<file path="config.mk">
export PLATFORM = sky130hd
export DESIGN_NAME = mis_cell
export DESIGN_NICKNAME = d
export VERILOG_FILES = /design/src/sv/mis_pkg.sv /design/src/sv/mis_cell.sv
export SDC_FILE = /design/constraint.sdc
export NUM_CORES = 1
export LEC_CHECK = 0
export BUFFER_PORTS_ARGS = -buffer_cell sky130_fd_sc_hd__clkbuf_2
export CAP_MARGIN = 20
export CORE_MARGIN = 5
export CORE_UTILIZATION = 32
export DETAILED_ROUTE_END_ITERATION = 16
export MAX_ROUTING_LAYER = met4
export PLACE_DENSITY = 0.59
export SYNTH_ARGS = -nofsm -noshare
export SYNTH_HDL_FRONTEND = slang
export SYNTH_SLANG_ARGS = --single-unit
</file>
<file path="constraint.sdc">
create_clock -name clk -period 8.6 [get_ports clk]
set_input_delay 1.72 -clock clk [delete_from_list [all_inputs] [get_ports clk]]
set_output_delay 1.72 -clock clk [all_outputs]
set_load 0.05 [all_outputs]
</file>
<file path="src/sv/mis_pkg.sv">
// shared types for the merge insertion sorter
package mis_pkg;

  localparam int unsigned ValueW = 32;

  typedef logic signed [ValueW-1:0] value_t;

  typedef struct packed {
    logic   valid;
    logic   shift;
    value_t value;
  } mis_link_t;

endpackage

</file>
<file path="src/sv/mis_cell.sv">
// one sorting cell: holds a single value, inserts by broadcast compare, drains leftwards
module mis_cell (
  input  logic               clk,
  input  logic               rst_n,
  input  logic               ins_en,
  input  logic               drain_en,
  input  mis_pkg::value_t    ins_value,
  input  mis_pkg::mis_link_t left_link,
  input  mis_pkg::mis_link_t right_link,
  output mis_pkg::mis_link_t cell_link
);

  logic            valid_r;
  logic            valid_nxt;
  mis_pkg::value_t value_r;
  mis_pkg::value_t value_nxt;
  logic            shift;

  assign shift = valid_r && (ins_value < value_r);

  always_comb begin
    valid_nxt = valid_r;
    value_nxt = value_r;
    if (drain_en) begin
      valid_nxt = right_link.valid;
      value_nxt = right_link.value;
    end else if (ins_en) begin
      if (left_link.shift) begin
        valid_nxt = 1'b1;
        value_nxt = left_link.value;
      end else if (shift || (!valid_r && left_link.valid)) begin
        valid_nxt = 1'b1;
        value_nxt = ins_value;
      end
    end
  end

  always_ff @(posedge clk) begin
    if (!rst_n) begin
      valid_r <= 1'b0;
    end else begin
      valid_r <= valid_nxt;
    end
    value_r <= value_nxt;
  end

  assign cell_link.valid = valid_r;
  assign cell_link.shift = shift;
  assign cell_link.value = value_r;

endmodule

</file>
=== After elaboration in Yosys (flattened, before gate mapping) ===
Cells that the tools add are included.

* Order comparisons: 1
* Multiplexer cells: 8
* Reductions and logical operators: 7

{| class="wikitable"
|+ Operator list
! kind !! number
|-
| 32-bit 2-to-1 mux || 4
|-
| 32-bit less-than comparator || 1
|-
| 1-bit 2-to-1 mux || 4
|-
| 3-bit nonzero test || 1
|-
| 1-bit logical AND || 2
|-
| 2-bit AND reduction || 1
|-
| 2-bit nonzero test || 1
|-
| 1-bit zero test || 1
|-
| 1-bit logical OR || 1
|}

* Register bits after elaboration: 33

=== Longest topological paths before layout ===
Gate-level depths: netlist (run 1).

* Depth in word-level cells: 7
* Depth in mapped cells: 9
* Gate-level depth less buffers: 8

=== Worst setup path before layout (run 1) ===
OpenSTA, ideal clock, no wires.

* Kind: input -> output
* Start point: input port ins_value[5]
* End point: output port cell_link[32] (netlist bit)
* Data arrival time: 3.216 ns
* Required time: 6.880 ns
* Slack: 3.664 ns
* Cell stages on the path: 8
* Path buffers: 1
* Cell sequence: ha_1 > a21o_1 > a221oi_1 > o31a_1 > o21ai_2 > a21oi_1 > mux2i_1 > buf_4

* Longest elaborated chain between the ends: 2

{| class="wikitable"
|+ RTL lines
! element !! RTL line !! text
|-
| start, declared || mis_cell.sv:7 || <nowiki>input mis_pkg::value_t ins_value,</nowiki>
|-
| 32-bit less-than comparator || mis_cell.sv:19 || <nowiki>assign shift = valid_r && (ins_value < value_r);</nowiki>
|-
| 1-bit logical AND || mis_cell.sv:19 ||
|-
| end, declared || mis_cell.sv:10 || <nowiki>output mis_pkg::mis_link_t cell_link</nowiki>
|}

No other way between the ends.

==> flow_summary.json, run 1 <==
{
  "outcome": "completed",
  "cp_max_fo": 2,
  "switching_share_pct": 37.0,
  "grt_overflow": 0,
  "placed_area_sq_mm": 0.00330,
  "clkTransAtPathRegs_ns": 0.07,
  "drv_cap": 0,
  "cts_root_buffer": "clkbuf_8",
  "seq_area_sq_um": 981,
  "rsz0062_at_grt": "false",
  "synthTopCellsByArea": "edfxtp_1 38%, ha_1 15%, mux2i_1 13%",
  "instances_no_fill": 501,
  "finalWorstSetupSlack_ns": 3.30,
  "hold_ws_ns": 0.659,
  "fin_util_pct": 44.3,
  "final_cell_area_sq_mm": 0.00342,
  "die_area_sq_mm": 0.00980,
  "rows": 32,
  "syn_avg_cell_area_sq_um": 9.57,
  "final_max_slew_viol_count": 0,
  "fillers": 804,
  "yosys_warnings": 0,
  "cts_setup_buffers": 0,
  "max_freq_mhz": 189,
  "synth_top_cell_area_share_pct": 37.9,
  "numPlacedInstances": 492,
  "dp_hpwl_um": 5520,
  "drc": 0,
  "synth_nets": 400,
  "die_h_um": 99.0,
  "start_util_pct": 32.8,
  "layout_commonest_cell": "clkbuf_2",
  "final.period_utilization_pct": 61.6,
  "p_clk_share_pct": 24.5,
  "viasPerCell": 4.62,
  "required_ns": 6.88,
  "antenna_found_initial": 0,
  "clock_skew_ns": 0.00636,
  "place_ws_ns": 3.28,
  "io_pins": 138,
  "syn_area_sq_mm": 0.00253,
  "clk_latency_ns": 0.28,
  "die_x_um": 99.0,
  "cp-end-kind": "output pin",
  "seq_area_frac_synth_pct": 38.7,
  "ant_nets": 0,
  "finalHoldViolations": 0,
  "area_growth_pct": 34.9,
  "critical_path_class": "in -> out",
  "antenna_cells": 0,
  "hp-class": "reg -> reg",
  "switchingPower_mw": 0.198,
  "combPwrFrac_pct": 36.7,
  "multi_input_area_sq_mm": 0.00137,
  "numCtsBuffers": 5,
  "vias": 2315,
  "critPathLaunchType": "input port",
  "setup_violations": 0,
  "ys_types": 33,
  "cellPowerDensity_mw_per_mm2": 157,
  "grt_pass1_wl_um": 11200,
  "power.leakage_nw": 1.81,
  "slew_headroom_pct": 62.1,
  "drtIter0Drc": 82,
  "seqPwrFrac_pct": 38.9,
  "setup_tns_ns": 0,
  "cts_resized": 0,
  "worstPathArrival_ns": 3.58,
  "io_buffers": 136,
  "syn_inst": 265,
  "first_global_vias": 2377,
  "period_needed_ns": 5.30,
  "cts_max_level": 2,
  "cts_tree": "yes",
  "placeableCoreArea_sq_mm": 0.00773,
  "postCtsHoldBufs": 0,
  "yosysTopAreaCell": "edfxtp_1",
  "ir_drop_mv": 0.0665,
  "fin_nets": 533,
  "ys_seq_elements": 33,
  "grt.total_usage_pct": 14.4,
  "power.internal_mw": 0.337,
  "final_cell_mix": "136 x clkbuf_2, 47 x nand2_1, 37 x o21ai_0, 34 x inv_1, 33 x mux2i_1",
  "dr.pass1.iters": 4,
  "total_power_mw": 0.535,
  "grt_start_max_net_pins": 66,
  "clock-sinks": 33,
  "detail_route.wl_per_cell_um": 13.5,
  "tightest_slew_ns": 0.568,
  "drive_above_1_share_pct": 38.8,
  "clockBufferDepth": 2,
  "routed_wl_um": 6770,
  "gp_congestion": 0.747
}
[registers in the layout, indices dropped and copies added (netlist names)]
signal	flops
valid_r	1
value_r	32
[path summary, 6_finish.rpt]
path           startpoint       endpoint  slack [ns]  cells past startpoint
max          ins_value[5]  cell_link[32]        3.30                      9
min               valid_r        valid_r        0.66                      1
max reg2reg    value_r[5]     value_r[2]        5.84                      9
min reg2reg       valid_r        valid_r        0.66                      1
[synth_stat cells, drive strengths merged]
| master | instances |
|---|---|
| edfxtp | 32 |
| o221a | 1 |
| a21o | 2 |
| ha | 31 |
| o31a | 1 |
| a211o | 1 |
| o21ai | 38 |
| dfxtp | 1 |
| nand3 | 2 |
| buf | 5 |
| a221oi | 2 |
| nand2b | 1 |
| inv | 34 |
| nor3 | 3 |
| and2 | 1 |
| clkbuf | 8 |
| a21oi | 11 |
| a31oi | 1 |
| o2111ai | 1 |
| nor2 | 2 |
| a22oi | 1 |
| nor2b | 1 |
| a2111oi | 1 |
| a41oi | 1 |
| nand4 | 1 |
| and4 | 1 |
| o211ai | 1 |
| mux2i | 33 |
| nand2 | 47 |
[final cells by class]
| class | instances | area share (%) |
|---|---|---|
| clock inverters | 1 | 0.146 |
| multi-input cells | 185 | 40.0 |
| well taps | 102 | 3.73 |
| clock buffers | 7 | 2.82 |
| repair buffers | 139 | 20.9 |
| inverters | 34 | 3.73 |
| flip-flops and latches | 33 | 28.7 |
[per-layer routing]
layer	vias to the layer above	track usage [%]	wire length [um]
met5	-	-	0
met4	0	3.47	74
met3	6	3.18	468
met2	75	23.4	3240
met1	1028	18.1	2980
li1	1206	-	-
[power groups by stage]
stage	logic, mW	registers (mW)	clock network [mW]
after CTS	0.199	0.208	0.137
after floorplan	0.0796	0.269	0
after global placement	0.195	0.211	0
final	0.196	0.208	0.131
after detailed placement	0.198	0.212	0
after global routing	0.219	0.211	0.144
[cell families after synthesis]
kind of cell	Yosys count	synth area share [%]
AO/OA/AOI/OAI	62	15.3
adder cells (fa/ha/maj)	31	15.3
buffers and inverters	47	7.40
flip-flops	33	38.7
multiplexers	33	13.0
AND/OR/NAND/NOR	59	10.3
[critical path, cell delays in order]
cell	delay [ns]
clkbuf_2	0.09
ha_1	0.30
a21o_1	0.18
a221oi_1	0.28
o31a_1	0.22
o21ai_2	0.08
a21oi_1	0.17
mux2i_1	0.21
clkbuf_2	0.31
Note: power is estimated with default switching activity, not from simulation.
==> inputs of run 2 (changes only) <==
--- a/config.mk
+++ b/config.mk
@@ -5,6 +5,7 @@
 export SDC_FILE = /design/constraint.sdc
 export NUM_CORES = 1
 export LEC_CHECK = 0
+export ABC_AREA = 1
 export BUFFER_PORTS_ARGS = -buffer_cell sky130_fd_sc_hd__clkbuf_2
 export CAP_MARGIN = 20
 export CORE_MARGIN = 5
==> constraint.sdc (replaced) <==
create_clock -name clk -period 5.2 [get_ports clk]
set_input_delay 1.04 -clock clk [delete_from_list [all_inputs] [get_ports clk]]
set_output_delay 1.04 -clock clk [all_outputs]
set_load 0.05 [all_outputs]
==> flow_summary.json, run 2 <==
{
  "rrSetupSlack_ns": 2.26,
  "hp-class": "reg -> reg",
  "io_buffers": 136,
  "synthAdderAreaFrac_pct": 15.4,
  "ant_nets": 0,
  "dp_hpwl_um": 5720,
  "first_global_vias": 2556,
  "synth_compound_area_share_pct": 17.7,
  "io_pins": 138,
  "final.period_utilization_pct": 69.9,
  "setup_tns_ns": 0,
  "synth-simple-area-share_pct": 18.6,
  "ir_drop_mv": 0.105,
  "postCtsHoldBufs": 0,
  "numCtsBuffers": 5,
  "critPathLaunchType": "input port",
  "fillers": 826,
  "cp_max_fo": 2,
  "detail_route.wl_per_cell_um": 13.3,
  "cts_root_buffer": "clkbuf_8",
  "antenna_found_initial": 0,
  "worstHoldStart": "valid_r",
  "fin_nets": 592,
  "yosys_warnings": 0,
  "critical_path_class": "in -> out",
  "layout_commonest_cell": "clkbuf_2",
  "die_x_um": 98.8,
  "hold_end": "valid_r",
  "synthFlopType": "edfxtp_1",
  "regMostFlops": "value_r",
  "worst_path_max_delay_cell": "ha_1",
  "finalWorstSetupSlack_ns": 1.57,
  "period_needed_ns": 3.63,
  "grt.total_usage_pct": 15.5,
  "max_stage_delay_ns": 0.30,
  "placeableCoreArea_sq_mm": 0.00769,
  "die_area_sq_mm": 0.00976,
  "required_ns": 4.16,
  "drtIter0Drc": 71,
  "syn_avg_cell_area_sq_um": 7.74,
  "setup_violations": 0,
  "cellPowerDensity_mw_per_mm2": 251,
  "yosys-top-cells-count": "74 x a21oi_1, 63 x nand2_1, 45 x inv_1, 42 x nor2_1, 32 x edfxtp_1",
  "drive_above_1_share_pct": 34.3,
  "synth_top_family_by_area": "simple AND/OR/NAND/NOR gates",
  "clkTransAtPathRegs_ns": 0.07,
  "syn_inst": 326,
  "dr.pass1.iters": 4,
  "cts_setup_buffers": 0,
  "seq_area_frac_synth_pct": 38.9,
  "clock-sinks": 33,
  "ys_async_sr_fraction_pct": 0,
  "grt_start_max_net_pins": 36,
  "ys_types": 21,
  "max_freq_mhz": 275,
  "place_ws_ns": 1.44,
  "final_cell_mix": "136 x clkbuf_2, 74 x a21oi_1, 63 x nand2_1, 45 x inv_1, 42 x nor2_1",
  "muxShareOfSynthArea_pct": 0,
  "tightest_slew_ns": 0.879,
  "cp-end-kind": "output pin",
  "antenna_cells": 0,
  "finalHoldViolations": 0,
  "whs_path_depth": 2,
  "vias": 2580,
  "slew_headroom_pct": 41.3,
  "gp_congestion": 0.764,
  "synth_nets": 461,
  "clockBufferDepth": 2,
  "die_h_um": 98.8,
  "synth-xor-area-share_pct": 0,
  "worstPathArrival_ns": 2.59,
  "area_growth_pct": 34.3,
  "synth_top_cell_area_share_pct": 38.1,
  "drc": 0,
  "syn_area_sq_mm": 0.00252,
  "drv_cap": 0,
  "rows": 32,
  "seq_area_sq_um": 981,
  "rsz0062_at_grt": "false",
  "clk_latency_ns": 0.29,
  "yosysTopAreaCell": "edfxtp_1",
  "power.leakage_nw": 1.83,
  "outcome": "completed",
  "worst-path-buf-inv": 3,
  "r2r-start": "value_r[21]",
  "largest_register_ffs": 32,
  "viasPerCell": 4.61,
  "multi_input_area_sq_mm": 0.00130,
  "cts_tree": "yes",
  "ys_seq_elements": 33,
  "grt_pass1_wl_um": 12000,
  "yosysMostFrequentCell": "a21oi_1",
  "synthTopCellsByArea": "edfxtp_1 38%, ha_1 15%, a21oi_1 15%",
  "synth_edf_count": 32,
  "cp_top_family": "simple AND/OR/NAND/NOR gates",
  "worstRegToRegCells": 14,
  "grt_overflow": 0,
  "final_max_slew_viol_count": 0,
  "cts_resized": 0,
  "cts_max_level": 2,
  "r2r-end": "value_r[20]",
  "clock_skew_ns": 0.00918,
  "path_cells": "clkbuf_2 > ha_1 > a21oi_1 > nor2_1 > nor2_1 > nand3_1 > a21oi_2 > nand2_1 > nand2_1 > nand3_2 > inv_1 > clkbuf_2",
  "cp.depth": 12,
  "routed_wl_um": 7460,
  "reg_top3": "value_r x32, valid_r x1",
  "start_util_pct": 32.8
}
run 2: cell count changes after synthesis, moves of 3 or more:
cell      before  now
clkbuf_1       8   11
o21ai_0       37    3
nand2_1       47   63
a21oi_2        0    5
nor2_1         2   42
mux2i_1       33    0
inv_1         34   45
a21oi_1       11   74
run 2: kinds of logic after synthesis:
group / Yosys count
simple gates: 116
compound gates: 85
buf+inv: 61
flops: 33
fa+ha+maj: 31
run 2: where the power goes:
part / total [mW] / internal (mW) / switching [mW]
registers: 0.341 / 0.327 / 0.0138
logic: 0.322 / 0.103 / 0.219
clock network: 0.188 / 0.0902 / 0.0980
total: 0.852 / 0.521 / 0.331
run 2: final cells by class:
cell class | count | share of cell area (%)
clock buffer | 5 | 2.03
multi-input combinational | 232 | 38.5
sequential | 33 | 29.0
timing repair buffer | 140 | 21.4
inverter | 45 | 4.99
clock inverter | 3 | 0.369
tap | 102 | 3.77
run 2: through the flow:
step	util, %	std cells	hold slack, ns	total power, mW	area (sq um)
final	44.1	560	0.539	0.852	3390
after global routing	44.1	560	0.569	0.909	3390
after CTS	43.9	559	0.543	0.863	3370
after detailed placement	42.8	551	0.533	0.671	3290
after global placement	42.6	550	0.522	0.666	3280
after floorplan	-	326	0.485	0.570	2520
run 2: how the worst max path moves through the flow:
stage                   from  slack (ns)       endpoint
4_1_cts        ins_value[21]        1.55  cell_link[32]
3_3_place_gp   ins_value[19]        1.46    value_r[29]
2_1_floorplan  ins_value[21]        1.95  cell_link[32]
5_1_grt        ins_value[15]        1.43  cell_link[32]
3_5_place_dp   ins_value[21]        1.44    value_r[28]
6_report       ins_value[21]        1.57  cell_link[32]
run 2: layer usage:
metal,vias up,track usage [%],routed length [um]
li1,1341,-,-
met1,1154,19.5,3300
met2,78,25.8,3680
met3,7,2.69,429
met4,0,3.57,57
met5,-,-,0
run 2: worst reg2reg max path, cell delays in order, from the launching register on:
cell      delay, ns
edfxtp_1       0.39
inv_1          0.07
ha_1           0.23
a21oi_1        0.16
nor2_1         0.05
nor2_1         0.09
nand3_1        0.13
a21oi_2        0.16
nand2_1        0.06
nand2_1        0.07
nand3_2        0.10
nand2_2        0.08
nand2_2        0.06
inv_1          0.64
buf_4          0.37
==> inputs of run 3 (changes only) <==
--- a/config.mk
+++ b/config.mk
@@ -5,7 +5,7 @@
 export SDC_FILE = /design/constraint.sdc
 export NUM_CORES = 1
 export LEC_CHECK = 0
-export ABC_AREA = 1
+export ABC_AREA = 0
 export BUFFER_PORTS_ARGS = -buffer_cell sky130_fd_sc_hd__clkbuf_2
 export CAP_MARGIN = 20
 export CORE_MARGIN = 5
==> constraint.sdc (replaced) <==
create_clock -name clk -period 3.8 [get_ports clk]
set_input_delay 0.76 -clock clk [delete_from_list [all_inputs] [get_ports clk]]
set_output_delay 0.76 -clock clk [all_outputs]
set_load 0.05 [all_outputs]
==> flow_summary.json, run 3 (same netlist as run 1, synthesis figures left out) <==
{
  "worstHoldStart": "valid_r",
  "power.leakage_nw": 1.80,
  "grt.total_usage_pct": 14.3,
  "outcome": "completed",
  "placeableCoreArea_sq_mm": 0.00773,
  "startpoint": "ins_value[5]",
  "cts_resized": 0,
  "clock_skew_ns": 0.00873,
  "grt_overflow": 0,
  "place_ws_ns": 0.397,
  "first_global_vias": 2346,
  "rows": 32,
  "required_ns": 3.04,
  "tightest_slew_ns": 0.589,
  "cts_max_level": 2,
  "layout_commonest_cell": "clkbuf_2",
  "largest_register_ffs": 32,
  "worstPathArrival_ns": 2.64,
  "rsz0062_at_grt": "false",
  "cts_root_buffer": "clkbuf_8",
  "area_growth_pct": 34.3,
  "dp_hpwl_um": 5610,
  "die_x_um": 99.0,
  "cts_setup_buffers": 0,
  "clk_latency_ns": 0.28,
  "finalHoldViolations": 0,
  "critPathLaunchType": "input port",
  "final.period_utilization_pct": 89.4,
  "postCtsHoldBufs": 0,
  "cp_max_fo": 2,
  "setup_tns_ns": 0,
  "critical_path_class": "in -> out",
  "clock-sinks": 33,
  "hp-class": "reg -> reg",
  "viasPerCell": 4.54,
  "start_util_pct": 32.8,
  "vias": 2281,
  "grt_start_max_net_pins": 65,
  "hold_ws_ns": 0.670,
  "dr.pass1.iters": 4,
  "drv_cap": 0,
  "reg_top3": "value_r x32, valid_r x1",
  "max_freq_mhz": 294,
  "io_buffers": 136,
  "routed_wl_um": 6730,
  "slew_headroom_pct": 60.8,
  "ant_nets": 0,
  "cp-end-kind": "output pin",
  "r2r-start": "value_r[5]",
  "gp_congestion": 0.787,
  "cellPowerDensity_mw_per_mm2": 350,
  "die_h_um": 99.0,
  "detail_route.wl_per_cell_um": 13.4,
  "cts_tree": "yes",
  "drc": 0,
  "finalWorstSetupSlack_ns": 0.402,
  "clkTransAtPathRegs_ns": 0.07,
  "io_pins": 138,
  "fin_nets": 534,
  "antenna_cells": 0,
  "period_needed_ns": 3.40,
  "final_cell_mix": "136 x clkbuf_2, 47 x nand2_1, 37 x o21ai_0, 34 x inv_1, 33 x mux2i_1",
  "drtIter0Drc": 59,
  "antenna_found_initial": 0,
  "drive_above_1_share_pct": 38.5,
  "final_max_slew_viol_count": 0,
  "die_area_sq_mm": 0.00980,
  "ir_drop_mv": 0.133,
  "clockBufferDepth": 2,
  "grt_pass1_wl_um": 11100,
  "numCtsBuffers": 5,
  "regMostFlops": "value_r",
  "setup_violations": 0
}
-- run 3: final timing paths --
path	end	slack (ns)	depth (start not counted)
worst max-delay path	cell_link[32]	0.40	9
worst min-delay path	valid_r	0.67	1
worst max register to register	value_r[9]	1.39	9
worst min register to register	valid_r	0.67	1
-- run 3: power breakdown --
part,internal (mW),switching (mW)
combinational,0.150,0.294
sequential,0.449,0.0222
clock,0.148,0.127
total,0.747,0.443
-- run 3: area by class of cell --
type / count / area, sq um
Clock buffer: 8 / 90.1
Fill cell: 764 / 4320
Inverter: 34 / 128
Multi-Input combinational cell: 185 / 1370
Sequential cell: 33 / 981
Tap cell: 102 / 128
Timing Repair Buffer: 140 / 711
-- run 3: per-stage QoR --
stage          instances  total power, mW  area (sq um)  util (%)
6_report             502             1.19          3400      44.0
5_1_grt              502             1.28          3400      44.0
4_1_cts              502             1.21          3400      44.0
3_5_place_dp         494            0.929          3310      42.9
3_3_place_gp         494            0.921          3310      42.9
2_1_floorplan        265            0.789          2530         -
-- run 3: worst max-delay path, stage by stage --
cell and delay [ns]:
clkbuf_2 0.09, ha_1 0.30, a21o_1 0.18, a221oi_1 0.28, o31a_1 0.24, o21ai_2 0.09
a21oi_1 0.18, mux2i_1 0.20, clkbuf_2 0.30
-- run 3: per-layer routing --
layer | vias up | part of all wire, % | track usage, %
met3 | 6 | 6.7 | 2.55
met1 | 994 | 45 | 18.6
met2 | 76 | 47 | 22.7
li1 | 1205 | - | -
met4 | 0 | 1.2 | 3.78
met5 | - | 0 | -
